File: config.mk
export PLATFORM = sky130hd
export DESIGN_NAME = quadratic_newton_root_finder_core
export DESIGN_NICKNAME = d
export VERILOG_FILES = /design/src/hdl/qnr_pkg.sv /design/src/hdl/quadratic_newton_root_finder_core.sv /design/src/hdl/qnr_serial_unit.sv /design/src/hdl/qnr_sequencer.sv
export VERILOG_INCLUDE_DIRS = /design/src /design/src/hdl
export SDC_FILE = /design/constraint.sdc
export NUM_CORES = 2
export LEC_CHECK = 0
export ABC_AREA = 0
export BUFFER_PORTS_ARGS = -buffer_cell sky130_fd_sc_hd__buf_2
export CAP_MARGIN = 15
export CELL_PAD_IN_SITES_DETAIL_PLACEMENT = 1
export CELL_PAD_IN_SITES_GLOBAL_PLACEMENT = 2
export CORE_UTILIZATION = 31
export DETAILED_ROUTE_END_ITERATION = 8
export MAX_ROUTING_LAYER = met4
export PLACE_DENSITY = 0.71
export SLEW_MARGIN = 20
export SYNTH_ARGS = -nofsm -noshare
export SYNTH_HDL_FRONTEND = slang
export SYNTH_SLANG_ARGS = --single-unit
File: constraint.sdc
create_clock -name clk -period 10.6 [get_ports clk]
set_input_delay 2.12 -clock clk [delete_from_list [all_inputs] [get_ports clk]]
set_output_delay 2.12 -clock clk [all_outputs]
set_load 0.1 [all_outputs]
File: src/hdl/quadratic_newton_root_finder_core_assert.svh
// ---------------------------------------------------------------------------
// assertion macros for the newton root finder
// ---------------------------------------------------------------------------
`ifndef QUADRATIC_NEWTON_ROOT_FINDER_CORE_ASSERT_SVH
`define QUADRATIC_NEWTON_ROOT_FINDER_CORE_ASSERT_SVH

// property that must hold at every clock edge outside reset
`define QNR_ASSERT(label, prop) \
  label: assert property (@(posedge clk) disable iff (rst) (prop)) \
    else $error("assertion failed");

`endif

File: src/hdl/qnr_pkg.sv
// ---------------------------------------------------------------------------
// qnr_pkg
// types and codes shared by the newton root finder modules
// ---------------------------------------------------------------------------
package qnr_pkg;

  // result status codes
  localparam logic [1:0] ST_CONVERGED = 2'd0;
  localparam logic [1:0] ST_ZERO_DER  = 2'd1;
  localparam logic [1:0] ST_LIMIT     = 2'd2;
  localparam logic [1:0] ST_OVERFLOW  = 2'd3;

  // register indexes
  localparam logic [2:0] REG_COEF_A   = 3'd0;
  localparam logic [2:0] REG_COEF_B   = 3'd1;
  localparam logic [2:0] REG_COEF_C   = 3'd2;
  localparam logic [2:0] REG_TOL      = 3'd3;
  localparam logic [2:0] REG_MAX_ITER = 3'd4;

  // serial arithmetic unit operations
  typedef enum logic [0:0] {
    OP_MUL,
    OP_DIV
  } op_t;

  // sequencer states
  typedef enum logic [3:0] {
    S_IDLE,
    S_AX,
    S_AXX,
    S_BX,
    S_SUMS,
    S_CHECK,
    S_DIV,
    S_UPDATE,
    S_DONE
  } state_t;

  // request bundle to the serial unit
  typedef struct packed {
    logic start;
    op_t  op;
  } arith_req_t;

endpackage

File: src/hdl/quadratic_newton_root_finder_core.sv
// ---------------------------------------------------------------------------
// quadratic_newton_root_finder_core
// newton iteration for a root of a*x*x+b*x+c in signed fixed point
// ---------------------------------------------------------------------------
// each newton step and the final evaluation run their products and quotient
//   through the one bit-serial unit
// throughput: one guess at a time; the next is taken once the result moves
// reset: synchronous; registers return to a=b=c=0, tolerance 1, limit 64
module quadratic_newton_root_finder_core #(
  parameter int WORD_WIDTH = 32,
  parameter int FRAC_BITS  = 16
) (
  input  logic                          clk,
  input  logic                          rst,
  input  logic                          cfg_valid,
  output logic                          cfg_ready,
  input  logic [2:0]                    cfg_index,
  input  logic [WORD_WIDTH-1:0]         cfg_data,
  input  logic                          in_valid,
  output logic                          in_ready,
  input  logic signed [WORD_WIDTH-1:0]  initial_guess,
  output logic                          out_valid,
  input  logic                          out_ready,
  output logic signed [WORD_WIDTH-1:0]  root,
  output logic [8:0]                    iterations,
  output logic [1:0]                    status
);
  import qnr_pkg::*;

  logic signed [WORD_WIDTH-1:0] coef_a, coef_b, coef_c;
  logic [15:0] tolerance;
  logic [7:0]  max_iterations;
  logic        seq_idle, seq_finish, start;
  logic signed [WORD_WIDTH-1:0] s_root;
  logic [8:0]  s_iter;
  logic [1:0]  s_status;

  // configuration registers
  assign cfg_ready = 1'b1;
  always_ff @(posedge clk) begin
    if (rst) begin
      coef_a <= '0; coef_b <= '0; coef_c <= '0;
      tolerance <= 16'd1; max_iterations <= 8'd64;
    end else if (cfg_valid) begin
      case (cfg_index)
        REG_COEF_A:   coef_a <= cfg_data;
        REG_COEF_B:   coef_b <= cfg_data;
        REG_COEF_C:   coef_c <= cfg_data;
        REG_TOL:      tolerance <= cfg_data[15:0];
        REG_MAX_ITER: max_iterations <= cfg_data[7:0];
        default: ;
      endcase
    end
  end

  assign in_ready = seq_idle && !out_valid;
  assign start    = in_valid && in_ready;

  qnr_sequencer #(.WORD_WIDTH(WORD_WIDTH), .FRAC_BITS(FRAC_BITS)) u_seq (
    .clk(clk), .rst(rst), .coef_a(coef_a), .coef_b(coef_b), .coef_c(coef_c),
    .tolerance(tolerance), .max_iterations(max_iterations), .start(start),
    .guess(initial_guess), .idle(seq_idle), .finish(seq_finish),
    .root(s_root), .iterations(s_iter), .status(s_status)
  );

  // output register
  always_ff @(posedge clk) begin
    if (rst) out_valid <= 1'b0;
    else if (seq_finish) begin
      out_valid <= 1'b1;
      root <= s_root; iterations <= s_iter; status <= s_status;
    end else if (out_ready) out_valid <= 1'b0;
  end

`include "quadratic_newton_root_finder_core_assert.svh"
  `QNR_ASSERT(a_no_start_busy, start |-> !out_valid)
  `QNR_ASSERT(a_iter_nonzero, out_valid |-> iterations != 9'd0)
  `QNR_ASSERT(a_finish_takes, seq_finish |=> out_valid)

endmodule

File: src/hdl/qnr_serial_unit.sv
// ---------------------------------------------------------------------------
// qnr_serial_unit
// bit-serial fixed-point multiply and divide with rounding toward zero
// and saturation to the word range
// ---------------------------------------------------------------------------
module qnr_serial_unit #(
  parameter int WORD_WIDTH = 32,
  parameter int FRAC_BITS  = 16
) (
  input  logic                          clk,
  input  logic                          rst,
  input  qnr_pkg::arith_req_t           req,
  input  logic signed [WORD_WIDTH-1:0]  op_p,
  input  logic signed [WORD_WIDTH-1:0]  op_q,
  output logic                          busy,
  output logic                          done,
  output logic signed [WORD_WIDTH-1:0]  result,
  output logic                          ovf
);
  import qnr_pkg::*;

  localparam int PW = 2 * WORD_WIDTH;            // product / dividend width
  localparam int DW = WORD_WIDTH + FRAC_BITS;    // dividend bits used
  localparam int CW = $clog2(PW + 1);

  logic [WORD_WIDTH-1:0] mp;      // magnitude of p
  logic [WORD_WIDTH-1:0] mq;      // magnitude of q
  logic [PW-1:0]         acc;     // product accumulator or quotient shift
  logic [PW-1:0]         sh;      // shifting multiplicand or dividend
  logic [WORD_WIDTH:0]   rem;     // partial remainder
  logic [CW-1:0]         cnt;
  logic                  neg;
  op_t                   op;
  logic                  run;

  logic [WORD_WIDTH-1:0] abs_p, abs_q;
  logic [WORD_WIDTH:0]   rem_sh, rem_sub;
  logic [PW-1:0]         mag_res;
  logic [PW-1:0]         lim;
  logic                  big;

  assign abs_p = op_p[WORD_WIDTH-1] ? WORD_WIDTH'(-op_p) : WORD_WIDTH'(op_p);
  assign abs_q = op_q[WORD_WIDTH-1] ? WORD_WIDTH'(-op_q) : WORD_WIDTH'(op_q);

  // one restoring divide step
  assign rem_sh  = {rem[WORD_WIDTH-1:0], sh[PW-1]};
  assign rem_sub = rem_sh - {1'b0, mq};

  // iteration registers
  always_ff @(posedge clk) begin
    if (rst) begin
      run  <= 1'b0;
      done <= 1'b0;
      cnt  <= '0;
    end else begin
      done <= 1'b0;
      if (req.start && !run) begin
        run <= 1'b1;
        op  <= req.op;
        neg <= op_p[WORD_WIDTH-1] ^ op_q[WORD_WIDTH-1];
        mp  <= abs_p;
        mq  <= abs_q;
        acc <= '0;
        rem <= '0;
        if (req.op == OP_MUL) begin
          sh  <= PW'(abs_q);
          cnt <= CW'(WORD_WIDTH);
        end else begin
          sh  <= PW'(abs_p) << (PW - DW + FRAC_BITS);
          cnt <= CW'(DW);
        end
      end else if (run) begin
        if (op == OP_MUL) begin
          // one multiplier bit a cycle, lsb first
          if (mp[0]) acc <= acc + sh;
          mp <= mp >> 1;
          sh <= sh << 1;
        end else begin
          // one quotient bit a cycle, msb first
          sh <= sh << 1;
          if (!rem_sub[WORD_WIDTH]) begin
            rem <= rem_sub;
            acc <= {acc[PW-2:0], 1'b1};
          end else begin
            rem <= rem_sh;
            acc <= {acc[PW-2:0], 1'b0};
          end
        end
        cnt <= cnt - 1'b1;
        if (cnt == CW'(1)) begin
          run  <= 1'b0;
          done <= 1'b1;
        end
      end
    end
  end

  // scale, saturate and apply sign
  assign mag_res = (op == OP_MUL) ? (acc >> FRAC_BITS) : acc;
  assign lim     = neg ? (PW'(1) << (WORD_WIDTH - 1))
                       : ((PW'(1) << (WORD_WIDTH - 1)) - PW'(1));
  assign big     = mag_res > lim;
  assign ovf     = big;
  always_comb begin
    logic [PW-1:0] m;
    m = big ? lim : mag_res;
    result = neg ? WORD_WIDTH'(-m) : WORD_WIDTH'(m);
  end
  assign busy = run;

endmodule

File: src/hdl/qnr_sequencer.sv
// ---------------------------------------------------------------------------
// qnr_sequencer
// newton iteration control: evaluates f and f', tests stop cases and updates
// the estimate through the shared serial unit
// ---------------------------------------------------------------------------
module qnr_sequencer #(
  parameter int WORD_WIDTH = 32,
  parameter int FRAC_BITS  = 16
) (
  input  logic                          clk,
  input  logic                          rst,
  input  logic signed [WORD_WIDTH-1:0]  coef_a,
  input  logic signed [WORD_WIDTH-1:0]  coef_b,
  input  logic signed [WORD_WIDTH-1:0]  coef_c,
  input  logic [15:0]                   tolerance,
  input  logic [7:0]                    max_iterations,
  input  logic                          start,
  input  logic signed [WORD_WIDTH-1:0]  guess,
  output logic                          idle,
  output logic                          finish,
  output logic signed [WORD_WIDTH-1:0]  root,
  output logic [8:0]                    iterations,
  output logic [1:0]                    status
);
  import qnr_pkg::*;

  localparam logic signed [WORD_WIDTH-1:0] WMAX = {1'b0, {(WORD_WIDTH-1){1'b1}}};
  localparam logic signed [WORD_WIDTH-1:0] WMIN = {1'b1, {(WORD_WIDTH-1){1'b0}}};

  state_t state, state_next;
  logic signed [WORD_WIDTH-1:0] estimate, func_value, deriv_value, ax, axx, bx;
  logic [8:0] step_count;
  logic       ovf;

  arith_req_t req;
  logic signed [WORD_WIDTH-1:0] op_p, op_q, u_res;
  logic u_busy, u_done, u_ovf;

  qnr_serial_unit #(.WORD_WIDTH(WORD_WIDTH), .FRAC_BITS(FRAC_BITS)) u_arith (
    .clk(clk), .rst(rst), .req(req), .op_p(op_p), .op_q(op_q),
    .busy(u_busy), .done(u_done), .result(u_res), .ovf(u_ovf)
  );

  // saturating add with overflow flag
  function automatic logic [WORD_WIDTH:0] sadd(
    input logic signed [WORD_WIDTH-1:0] p, input logic signed [WORD_WIDTH-1:0] q);
    logic signed [WORD_WIDTH:0] s;
    s = {p[WORD_WIDTH-1], p} + {q[WORD_WIDTH-1], q};
    if (s[WORD_WIDTH] != s[WORD_WIDTH-1])
      return {1'b1, s[WORD_WIDTH] ? WMIN : WMAX};
    return {1'b0, s[WORD_WIDTH-1:0]};
  endfunction

  // saturating subtract with overflow flag, exact for the most negative q
  function automatic logic [WORD_WIDTH:0] ssub(
    input logic signed [WORD_WIDTH-1:0] p, input logic signed [WORD_WIDTH-1:0] q);
    logic signed [WORD_WIDTH:0] s;
    s = {p[WORD_WIDTH-1], p} - {q[WORD_WIDTH-1], q};
    if (s[WORD_WIDTH] != s[WORD_WIDTH-1])
      return {1'b1, s[WORD_WIDTH] ? WMIN : WMAX};
    return {1'b0, s[WORD_WIDTH-1:0]};
  endfunction

  logic [WORD_WIDTH:0] s1, fsum, d1, dsum, upd;
  logic [WORD_WIDTH-1:0] fmag;
  logic conv, zder, lim;

  assign s1   = sadd(axx, bx);
  assign fsum = sadd(s1[WORD_WIDTH-1:0], coef_c);
  assign d1   = sadd(ax, ax);
  assign dsum = sadd(d1[WORD_WIDTH-1:0], coef_b);
  assign upd  = ssub(estimate, u_res);
  assign fmag = func_value[WORD_WIDTH-1] ? WORD_WIDTH'(-func_value)
                                         : WORD_WIDTH'(func_value);
  assign conv = fmag < WORD_WIDTH'(tolerance);
  assign zder = deriv_value == '0;
  assign lim  = step_count >= {1'b0, max_iterations};

  // next state
  always_comb begin
    state_next = state;
    case (state)
      S_IDLE:   if (start) state_next = S_AX;
      S_AX:     if (u_done) state_next = S_AXX;
      S_AXX:    if (u_done) state_next = S_BX;
      S_BX:     if (u_done) state_next = S_SUMS;
      S_SUMS:   state_next = S_CHECK;
      S_CHECK:  state_next = (ovf || conv || zder || lim) ? S_DONE : S_DIV;
      S_DIV:    if (u_done) state_next = S_UPDATE;
      S_UPDATE: state_next = S_AX;
      S_DONE:   state_next = S_IDLE;
      default:  state_next = S_IDLE;
    endcase
  end

  // serial unit requests
  always_comb begin
    req.start = 1'b0;
    req.op    = OP_MUL;
    op_p      = coef_a;
    op_q      = estimate;
    case (state)
      S_AX:  req.start = !u_busy && !u_done;
      S_AXX: begin req.start = !u_busy && !u_done; op_p = ax; end
      S_BX:  begin req.start = !u_busy && !u_done; op_p = coef_b; end
      S_DIV: begin
        req.start = !u_busy && !u_done; req.op = OP_DIV;
        op_p = func_value; op_q = deriv_value;
      end
      default: ;
    endcase
  end

  // datapath registers
  always_ff @(posedge clk) begin
    if (rst) begin
      state <= S_IDLE;
      step_count <= '0;
      ovf <= 1'b0;
      estimate <= '0;
      func_value <= '0;
      deriv_value <= '0;
    end else begin
      state <= state_next;
      case (state)
        S_IDLE: if (start) begin
          estimate <= guess; ovf <= 1'b0; step_count <= '0;
        end
        S_AX:  if (u_done) begin ax <= u_res; ovf <= ovf | u_ovf; end
        S_AXX: if (u_done) begin axx <= u_res; ovf <= ovf | u_ovf; end
        S_BX:  if (u_done) begin bx <= u_res; ovf <= ovf | u_ovf; end
        S_SUMS: begin
          func_value  <= fsum[WORD_WIDTH-1:0];
          deriv_value <= dsum[WORD_WIDTH-1:0];
          ovf <= ovf | s1[WORD_WIDTH] | fsum[WORD_WIDTH] | d1[WORD_WIDTH]
                     | dsum[WORD_WIDTH];
        end
        S_CHECK: if (ovf || conv || zder || lim) begin
          root <= estimate;
          iterations <= step_count + 9'd1;
          status <= ovf ? ST_OVERFLOW : conv ? ST_CONVERGED
                  : zder ? ST_ZERO_DER : ST_LIMIT;
        end
        S_DIV: if (u_done) begin
          estimate <= upd[WORD_WIDTH-1:0];
          ovf <= ovf | u_ovf | upd[WORD_WIDTH];
        end
        S_UPDATE: step_count <= step_count + 9'd1;
        default: ;
      endcase
    end
  end

  assign idle   = state == S_IDLE;
  assign finish = state == S_DONE;

endmodule
==> impl_metrics.toml <==
[global_route]
grt_max_degree = 89
gr-usage-all-layers_pct = 22.9
grt_pass1_wl_microns = 231000
overflow = 0
grt_pass1_vias = 35700
antenna_found_initial = 2

[critical_path]
startpoint = "u_seq.u_arith.op"
reg2reg_to = "u_seq.estimate[18]"
arrival_ns = 10.05
crit_end = "u_seq.estimate[18]"
path_common_cell = "o21ai_0"
worst_ep_required_time_ns = 11.10
cp-start-kind = "register"
worst_path_max_delay_cell = "o21ai_2"
r2r-start = "u_seq.u_arith.op"
rrSetupSlack_ns = 1.05
criticalPathCategory = "reg -> reg"
worst-path-max-fanout = 71
rr_worst_depth = 32
cp-end-kind = "register"
cpPeakStageDelay_ns = 0.75

[die]
fp-row-count = 134
start_util_pct = 31.3
io_pins = 118
fp.coreArea_sq_um = 134000
chipHeight_microns = 369
die-area_sq_um = 136000
die_w_microns = 369

[clock_network]
cts_tree = "yes"
cts_root_buf = "clkbuf_16"
cts_buffer_depth = 3
holdBufCountCts = 0
h-tree-depth = 3
clock-sinks = 648
cts_buffers = 83
ctsResizeCount = 0
cts_setup_buffers = 0
path_clk_slew_ns = 0.06
clkLatencyLatePin_ns = 0.69

[pwr]
p_leak_uw = 0.0186
p_per_area_nw_per_um2 = 280
ir_worst_vdd_v = 0.000204

[sta]
hold_viol_final = 0
rsz0062_at_grt = "no"
period_needed_ns = 9.55
period_share_pct = 90.1
setup_tns_ns = 0
worst_pin_slew_ns = 1.14
finalClockSkew_ns = 0.0325
slew_violations = 0
max_freq_ghz = 0.105
setup_viol = 0
whs_ns = 0.418
maxSlewHeadroom_pct = 23.8

[synth]
synth.cell_area_sq_um = 41800
yosysTopAreaCell = "edfxtp_1"
netlist_top_cells_count = "nand2_1, a21oi_1, edfxtp_1, o21ai_0, nor2_1"
synth-simple-area-share_pct = 15.1
synth_edf_count = 408
yosys.cell_types.count = 96
syn_nets = 5027
ys_seq_area_share_pct = 40.8
async_flop_share_pct = 0
yosysMostFrequentCell = "nand2_1"
post-synth-top-area-fraction_pct = 29.3
synthCells = 4662
synth_ff_type = "edfxtp_1"
synth_top_family_by_area = "compound AO/OA/AOI/OAI gates"
yosys.area_share.adder_pct = 9.86
synthTopCellsByArea = "edfxtp_1, dfxtp_1, ha_1"
synth_seq_cells = 648
synth_warnings = 0
synth-xor-area-share_pct = 5.87
synth_compound_area_share_pct = 22.8
muxShareOfSynthArea_pct = 1.80
avgSynthCellArea_sq_um = 8.96

[min_path]
min_from = "u_seq.root[23]"
hp-class = "reg -> reg"

[route]
drtIter0Drc = 2286
drt_wl_total_microns = 154000
ant_nets = 0
drtPass1Iterations = 5
drc = 0
viasPerCell = 5.47
wire_per_inst_microns = 23.6
vias = 35700

[placed_design]
placedInstanceArea_sq_um = 44400
place_congestion = 0.909
io_buffers = 116
dp_hpwl_microns = 117000

[flow_run]
cap_violations = 0

[finish]
drive_gt1_share_pct = 8.41
fin_nets = 5061
synthToLayoutAreaGrowth_pct = 13.1
fillerInstances = 15400
fin_area_sq_um = 47300

[status]
status = "completed"
-- through the flow --
stage / std cells / utilization [%] / worst slack [ns] / power, uW
4_1_cts: 6534 / 35.4 / 1.16 / 13300
5_1_grt: 6534 / 35.4 / 0.193 / 14200
3_5_place_dp: 6379 / 33.2 / 1.20 / 10200
2_1_floorplan: 4662 / - / 2.36 / 8240
3_3_place_gp: 6378 / 33.2 / 1.39 / 10100
6_report: 6536 / 35.4 / 1.05 / 13200
-- worst max-delay path: cells and delay by family, from the launching register on --
kind / cells / cell delay [ns]
adder cells (fa/ha/maj): 3 / 1.09
AO/OA/AOI/OAI: 14 / 4.73
buffers and inverters: 5 / 1.20
AND/OR/NAND/NOR: 10 / 1.97
flip-flops: 1 / 0.37
-- sequential cells by signal, summed over array words and instances, names as in the netlist, 4 cells and up --
register / flops
coef_c: 32
u_seq.iterations: 9
u_seq.u_arith.sh: 64
u_seq.ax: 32
iterations: 9
tolerance: 16
root: 32
u_seq.u_arith.acc: 64
u_seq.u_arith.mq: 32
u_seq.u_arith.mp: 32
u_seq.step_count: 9
u_seq.axx: 32
u_seq.u_arith.cnt: 7
u_seq.func_value: 32
u_seq.root: 32
max_iterations: 8
coef_a: 32
u_seq.estimate: 32
u_seq.bx: 32
u_seq.state: 4
coef_b: 32
u_seq.deriv_value: 32
u_seq.u_arith.rem: 32
-- final cells by class --
cell class | count | area, sq um | area share, %
repair buffers | 178 | 1080 | 2.28
flip-flops and latches | 648 | 17100 | 36.1
inverters | 183 | 688 | 1.46
multi-input cells | 3602 | 23400 | 49.4
diodes | 2 | 5.00 | 0.0106
clock buffers | 105 | 2280 | 4.83
clock inverters | 50 | 593 | 1.25
well taps | 1768 | 2210 | 4.68
-- power by group --
| part | switching [uW] | internal, uW | leakage (uW) |
|---|---|---|---|
| logic | 3970 | 2230 | 0.0115 |
| registers | 487 | 3530 | 0.00571 |
| clock network | 1220 | 1800 | 0.00140 |
-- routing by layer --
layer	up-vias	share of wire (%)	track usage [%]
met5	-	0	-
met4	0	2.7	6.57
met3	192	3.5	2.20
met2	612	47	36.9
met1	17800	47	30.3
li1	17200	-	-
-- worst min path at each step --
stage                     cells after the start  slack, ns             to
after global placement                        0       0.40       root[31]
after global routing                          0       0.43      status[0]
final                                         0       0.42       root[23]
after CTS                                     0       0.42       root[15]
after detailed placement                      0       0.41        root[3]
after floorplan                               0       0.40  iterations[0]
-- cell usage in the layout, fill, tap and decap left out, types with 86 or more instances in the layout --
master     netlist  layout
clkbuf_16        0      86
nand2_1        591     589
nor2_1         301     296
buf_2           11     115
a21o_1         163     163
inv_1          181     179
xnor2_1        195     193
a21oi_1        490     487
nor3_1          94      93
dfxtp_1        240     240
nand3_1         98      98
o21ai_0        406     406
edfxtp_1       408     408
ha_1           287     287
-- kinds of logic (layout without fill, tap and decap cells) --
kind of cell | after synthesis | count (layout)
xor gates and xnor gates | 280 | 280
AOI/OAI and AO/OA | 1534 | 1534
other | 1 | 3
muxes | 73 | 73
adders and majority gates | 334 | 334
and+or+nand+nor | 1380 | 1380
DFF | 648 | 648
buffers and inverters | 412 | 516
Note: power is estimated with default switching activity, not from simulation.
